--- src/hdl/stride_prediction_table_unit_macros.svh ---
// ----------------------------------------------------------------------------
// Stride prediction table assertion macros
// Shared shorthand for the concurrent checks of the stride table unit.
// ----------------------------------------------------------------------------
`ifndef STRIDE_PREDICTION_TABLE_UNIT_MACROS_SVH
`define STRIDE_PREDICTION_TABLE_UNIT_MACROS_SVH

// Same-cycle implication, disabled while reset is high.
`define SPT_ASSERT_IMPLY(label, clk, rst, ante, cons, msg) \
   label: assert property (@(posedge clk) disable iff (rst) (ante) |-> (cons)) \
      else $error(msg);

// Next-cycle implication, disabled while reset is high.
`define SPT_ASSERT_NEXT(label, clk, rst, ante, cons, msg) \
   label: assert property (@(posedge clk) disable iff (rst) (ante) |=> (cons)) \
      else $error(msg);

`endif

--- src/hdl/spt_pkg.sv ---
// ----------------------------------------------------------------------------
// Stride prediction table package
// Shared types, codes and confidence-machine functions of the stride table.
// ----------------------------------------------------------------------------
package spt_pkg;

   localparam int PC_W       = 48;
   localparam int STRIDE_W   = 49;
   localparam int DIV_STEPS  = 4;
   localparam int DIV_CYCLES = PC_W / DIV_STEPS;
   localparam int DIV_CNT_W  = $clog2(DIV_CYCLES);

   typedef enum logic [2:0] {
      OP_ALLOC = 3'd0,
      OP_QUERY = 3'd1,
      OP_MARK  = 3'd2,
      OP_TRAIN = 3'd3,
      OP_TRACK = 3'd4
   } op_type;

   typedef enum logic [1:0] {
      CS_INIT   = 2'd0,
      CS_STEADY = 2'd1,
      CS_TRANS  = 2'd2,
      CS_NOPRED = 2'd3
   } conf_type;

   // Entry fields whose width does not depend on the set count.
   typedef struct packed {
      logic [PC_W-1:0]     last_addr;
      logic [STRIDE_W-1:0] stride;
      conf_type            conf;
      logic                prefetch_ok;
   } entry_body_type;

   // Table access controls driven by the sequencer.
   typedef struct packed {
      logic rd_en;
      logic entry_we;
      logic seen_we;
      logic seen_wd;
   } tbl_ctl_type;

   // Result item, lowest field in the lowest bits.
   typedef struct packed {
      logic                pad;
      logic [STRIDE_W-1:0] tracked_stride;
      logic                clear_vector_table;
      logic                wait_loop;
      logic                stride_match;
      logic                can_prefetch;
      logic                allocated;
      logic                tag_hit;
   } rsp_fields_type;

   function automatic conf_type conf_next(input conf_type cur, input logic corr);
      conf_type nxt;
      unique case (cur)
         CS_INIT:   nxt = corr ? CS_STEADY : CS_TRANS;
         CS_STEADY: nxt = corr ? CS_STEADY : CS_INIT;
         CS_TRANS:  nxt = corr ? CS_STEADY : CS_NOPRED;
         default:   nxt = corr ? CS_TRANS : CS_NOPRED;
      endcase
      return nxt;
   endfunction

   function automatic logic pf_next(input conf_type cur, input logic corr);
      logic pf;
      unique case (cur)
         CS_INIT:   pf = corr;
         CS_STEADY: pf = 1'b1;
         CS_TRANS:  pf = corr;
         default:   pf = 1'b0;
      endcase
      return pf;
   endfunction

endpackage

--- src/hdl/spt_divider.sv ---
// ----------------------------------------------------------------------------
// Stride table index divider
// Splits a load PC into set index (remainder) and tag (quotient).
// ----------------------------------------------------------------------------
module spt_divider import spt_pkg::*; #(
   parameter int NUM_SETS = 64,
   parameter int IDX_W    = 6,
   parameter int TAG_W    = 42
) (
   input  logic             clock,
   input  logic             reset,
   input  logic             start,
   input  logic [PC_W-1:0]  dividend,
   output logic             done,
   output logic [TAG_W-1:0] quotient,
   output logic [IDX_W-1:0] remainder
);

   localparam bit IS_POW2 = (NUM_SETS & (NUM_SETS - 1)) == 0;
   localparam int LOG2    = $clog2(NUM_SETS);

   generate
      if (IS_POW2) begin : g_shift
         logic             done_ff;
         logic [TAG_W-1:0] quo_ff;
         logic [IDX_W-1:0] rem_ff;

         always_ff @(posedge clock) begin
            if (reset) begin
               done_ff <= 1'b0;
            end else begin
               done_ff <= start;
            end
            if (start) begin
               quo_ff <= TAG_W'(dividend >> LOG2);
               rem_ff <= IDX_W'(dividend & PC_W'(NUM_SETS - 1));
            end
         end

         assign done      = done_ff;
         assign quotient  = quo_ff;
         assign remainder = rem_ff;
      end else begin : g_long
         localparam int REM_W = LOG2 + 1;

         logic                 busy_ff;
         logic                 done_ff;
         logic [DIV_CNT_W-1:0] cnt_ff;
         logic [PC_W-1:0]      dvd_ff;
         logic [REM_W-1:0]     rem_ff;
         logic [PC_W-1:0]      dvd_in;
         logic [REM_W-1:0]     rem_in;

         // Restoring long division, a few quotient bits per cycle. The
         // dividend shifts out at the top while quotient bits enter below.
         always_comb begin
            dvd_in = dvd_ff;
            rem_in = rem_ff;
            for (int s = 0; s < DIV_STEPS; s++) begin
               rem_in = {rem_in[REM_W-2:0], dvd_in[PC_W-1]};
               dvd_in = {dvd_in[PC_W-2:0], 1'b0};
               if (rem_in >= REM_W'(NUM_SETS)) begin
                  rem_in    = rem_in - REM_W'(NUM_SETS);
                  dvd_in[0] = 1'b1;
               end
            end
         end

         always_ff @(posedge clock) begin
            if (reset) begin
               busy_ff <= 1'b0;
               done_ff <= 1'b0;
               cnt_ff  <= '0;
            end else begin
               done_ff <= 1'b0;
               if (start) begin
                  busy_ff <= 1'b1;
                  cnt_ff  <= '0;
               end else if (busy_ff) begin
                  cnt_ff <= cnt_ff + 1'b1;
                  if (cnt_ff == DIV_CNT_W'(DIV_CYCLES - 1)) begin
                     busy_ff <= 1'b0;
                     done_ff <= 1'b1;
                  end
               end
            end
            if (start) begin
               dvd_ff <= dividend;
               rem_ff <= '0;
            end else if (busy_ff) begin
               dvd_ff <= dvd_in;
               rem_ff <= rem_in;
            end
         end

         assign done      = done_ff;
         assign quotient  = TAG_W'(dvd_ff);
         assign remainder = IDX_W'(rem_ff);
      end
   endgenerate

endmodule

--- config.mk ---
export PLATFORM = sky130hd
export DESIGN_NAME = spt_divider
export DESIGN_NICKNAME = d
export VERILOG_FILES = /design/src/hdl/stride_prediction_table_unit_macros.svh /design/src/hdl/spt_pkg.sv /design/src/hdl/spt_divider.sv
export SDC_FILE = /design/constraint.sdc
export NUM_CORES = 1
export LEC_CHECK = 0
export BUFFER_PORTS_ARGS = -buffer_cell sky130_fd_sc_hd__buf_2
export CORE_MARGIN = 4
export CORE_UTILIZATION = 43
export CTS_BUF_LIST = sky130_fd_sc_hd__clkbuf_16
export DETAILED_ROUTE_END_ITERATION = 8
export HOLD_SLACK_MARGIN = 0.06
export PLACE_DENSITY_LB_ADDON = 0.12
export SLEW_MARGIN = 20
export SYNTH_ARGS = -nofsm -noshare
export SYNTH_HDL_FRONTEND = slang
export SYNTH_SLANG_ARGS = --single-unit
--- constraint.sdc ---
create_clock -name clock -period 1 [get_ports clock]
set_input_delay 0.05 -clock clock [delete_from_list [all_inputs] [get_ports clock]]
set_output_delay 0.05 -clock clock [all_outputs]
set_load 0.01 [all_outputs]
==> out/qor_table.md <==
| Item | Reported |
|:---|:---|
| Status | completed |
| Unrepaired setup endpoints after global routing | false |
| Avg Inst Size Synth | 29.5 sq um |
| Maximum cell stage delay along the critical path | 0.40 ns |
| First-pass GRT wire length | 5.40 mm |
| Synthesis-stage register bit count | 49 |
| Number of I/O port buffers | 99 |
| Largest net degree at the start of global routing | 50 |
| Max-Cap Viols | 0 |
| Fraction of power spent switching nets | 19.4% |
| Final Non-Filler Cells | 253 |
| Postcts setup bufs | 0 |
| Nature of the critical path endpoint | output port |
| Global route overflow | 0 |
| Post-CTS resize count | 0 |
| Cell leakage power | 1.17 nW |
| Total inserted antenna cells | 0 |
| Sequential power share | 51.1% |
| Minimum period implied by the final worst setup slack | 0.893 ns |
| Number of primary I/O pins | 100 |
| Final hold vios | 0 |
| Worst setup path class | reg2out |
| Residual antenna-violating net count after detailed routing | 0 |
| Number of instances in the placed design | 196 |
| Net load switching power | 0.000939 W |
| Kind of path behind the tightest hold check | in2reg |
| Pwr/cell area | 1790 nW/um^2 |
| Site Rows | 21 |
| Core Footprint | 3340 sq um |
| Global routing usage summed across all routing layers | 17.2% |
| Number of synthesis warnings | 0 |
| Maximum level of the CTS H-tree | 2 |
| Family of cells with the greatest summed delay on the critical path | flip-flops |
| Final weighted congestion in routability-driven placement | 0.679 |
| Slew at the pin closest to its max-slew limit | 0.247 ns |
| Fraction of final layout cells sized beyond drive strength 1 | 52.2% |
| Post-Synthesis Net Count | 101 |
| Design internal power | 0.00391 W |
| Initial DRC Count | 37 |
| Synth Instances | 50 |
| Flip-flop and latch area | 1460 sq um |
| Number of remaining DRC errors | 0 |
| Area of the die | 4430 sq um |
| Chain of cells forming the critical path | buf_2 |
| Total number of clock tree sinks | 49 |
| P&R area growth vs syn | 83.4% |
| Number of buffers created by CTS | 5 |
| Startpoint kind of the worst setup timing path | register |
| Cell Area, Synth | 1480 sq um |
| Post-synthesis cell type count | 3 |
| Final Routed Wirelength | 3.77 mm |
| Slowest cell on the critical path | edfxtp_1 |
| Vertical die dimension | 66.6 um |
| Die width | 66.6 um |
| Final count of pins violating max slew | 0 |
| Data arrival, critical path | 0.84 ns |
| Area taken by multi-input logic gates | 13.8 sq um |
| Antenna violations before repair | 0 |
| Number of buffers on the longest clock path | 2 |
| Via count | 1,061 |
| Detail-routed via count per cell | 4.19 |
| Routed len/inst | 14.9 um |
| Clock power frac | 37.8% |
| Clock transition at the registers of the reported paths | 0.07 ns |
| Worst path buffer plus inverter count | 1 |
| Max VDD drop | 1.34 mV |
| Combinational fraction of design power | 11.1% |
| Cell at the root of the clock tree | clkbuf_16 |
| Starting density of the core | 44.2% |
| Final setup violation count | 0 |
| Drt pass-1 iters | 4 |
| Largest fanout on the critical path | 1 |
| Number of hold buffers added after cts | 49 |
| Sequential fraction of the synthesis area | 99.1% |
| Ratio of final minimum period to clock period | 89.3% |
| Filler cell count | 185 |
| Relative max-transition margin | 83.5% |
| Vias in the first global route | 1,125 |
| Req. time, crit path | 0.95 ns |
| Number of nets in the layout | 257 |
| FMAX | 1.12 GHz |
| Setup TNS | 0 ns |
| TritonCTS clock tree | yes |
-- routing by layer --
layer	GRT usage, %	vias up	routed length (um)
li1	-	509	-
met1	17.7	496	1310
met2	33.9	54	2220
met3	4.05	2	222
met4	4.57	0	17
met5	0	-	0
-- synth_stat cells --
cell       n  area, sq um
edfxtp_1  48         1440
dfxtp_1    1         20.0
nor2b_4    1         13.8
-- final cells by class --
cell class / count / share of cell area (%)
clock inverters: 3 / 1.53
well taps: 46 / 2.13
flip-flops and latches: 49 / 54.0
multi-input cells: 1 / 0.509
repair buffers: 149 / 37.2
clock buffers: 5 / 4.63
-- worst paths after layout --
check | slack (ns) | startpoint | end | cells after the start
worst max-delay path | 0.11 | quotient[13]$_DFFE_PP_ | quotient[13] | 1
worst min-delay path | 0.27 | start | quotient[23]$_DFFE_PP_ | 2
-- stage by stage --
| stage | total power, W | util [%] | hold WS, ns | instance area, sq um | worst slack, ns |
|---|---|---|---|---|---|
| 6_report | 0.00484 | 81.1 | 0.272 | 2710 | 0.107 |
| 5_1_grt | 0.00502 | 81.1 | 0.275 | 2710 | 0.0760 |
| 4_1_cts | 0.00485 | 81.1 | 0.266 | 2710 | 0.129 |
| 3_5_place_dp | 0.00290 | 61.4 | 0.228 | 2050 | 0.261 |
| 3_3_place_gp | 0.00289 | 61.4 | 0.226 | 2050 | 0.271 |
| 2_1_floorplan | 0.00261 | - | 0.114 | 1480 | 0.556 |
-- cell families after synthesis --
logic type       share of synthesized area, %
flip-flops                               99.1
AND/OR/NAND/NOR                         0.933
-- sequential cells by signal (all words and copies together) (netlist names) --
signal     cells
quotient      42
remainder      6
done           1
-- power groups by stage --
| stage | combinational [W] | clock (W) | sequential, W |
|---|---|---|---|
| 3_3_place_gp | 0.000382 | 0 | 0.00251 |
| 2_1_floorplan | 0.00000354 | 0 | 0.00261 |
| 3_5_place_dp | 0.000388 | 0 | 0.00252 |
| 6_report | 0.000539 | 0.00183 | 0.00248 |
| 4_1_cts | 0.000535 | 0.00184 | 0.00247 |
| 5_1_grt | 0.000579 | 0.00195 | 0.00249 |
-- layout by cell type, fill, tap and decap left out, drive strengths merged --
cell,synthesis,layout
nor2b,1,1
clkinvlp,0,1
bufinv,0,1
clkbuf,0,5
buf,0,100
dlygate4sd3,0,49
clkinv,0,1
edfxtp,48,48
dfxtp,1,1
Power figures use the tool's default switching activity.
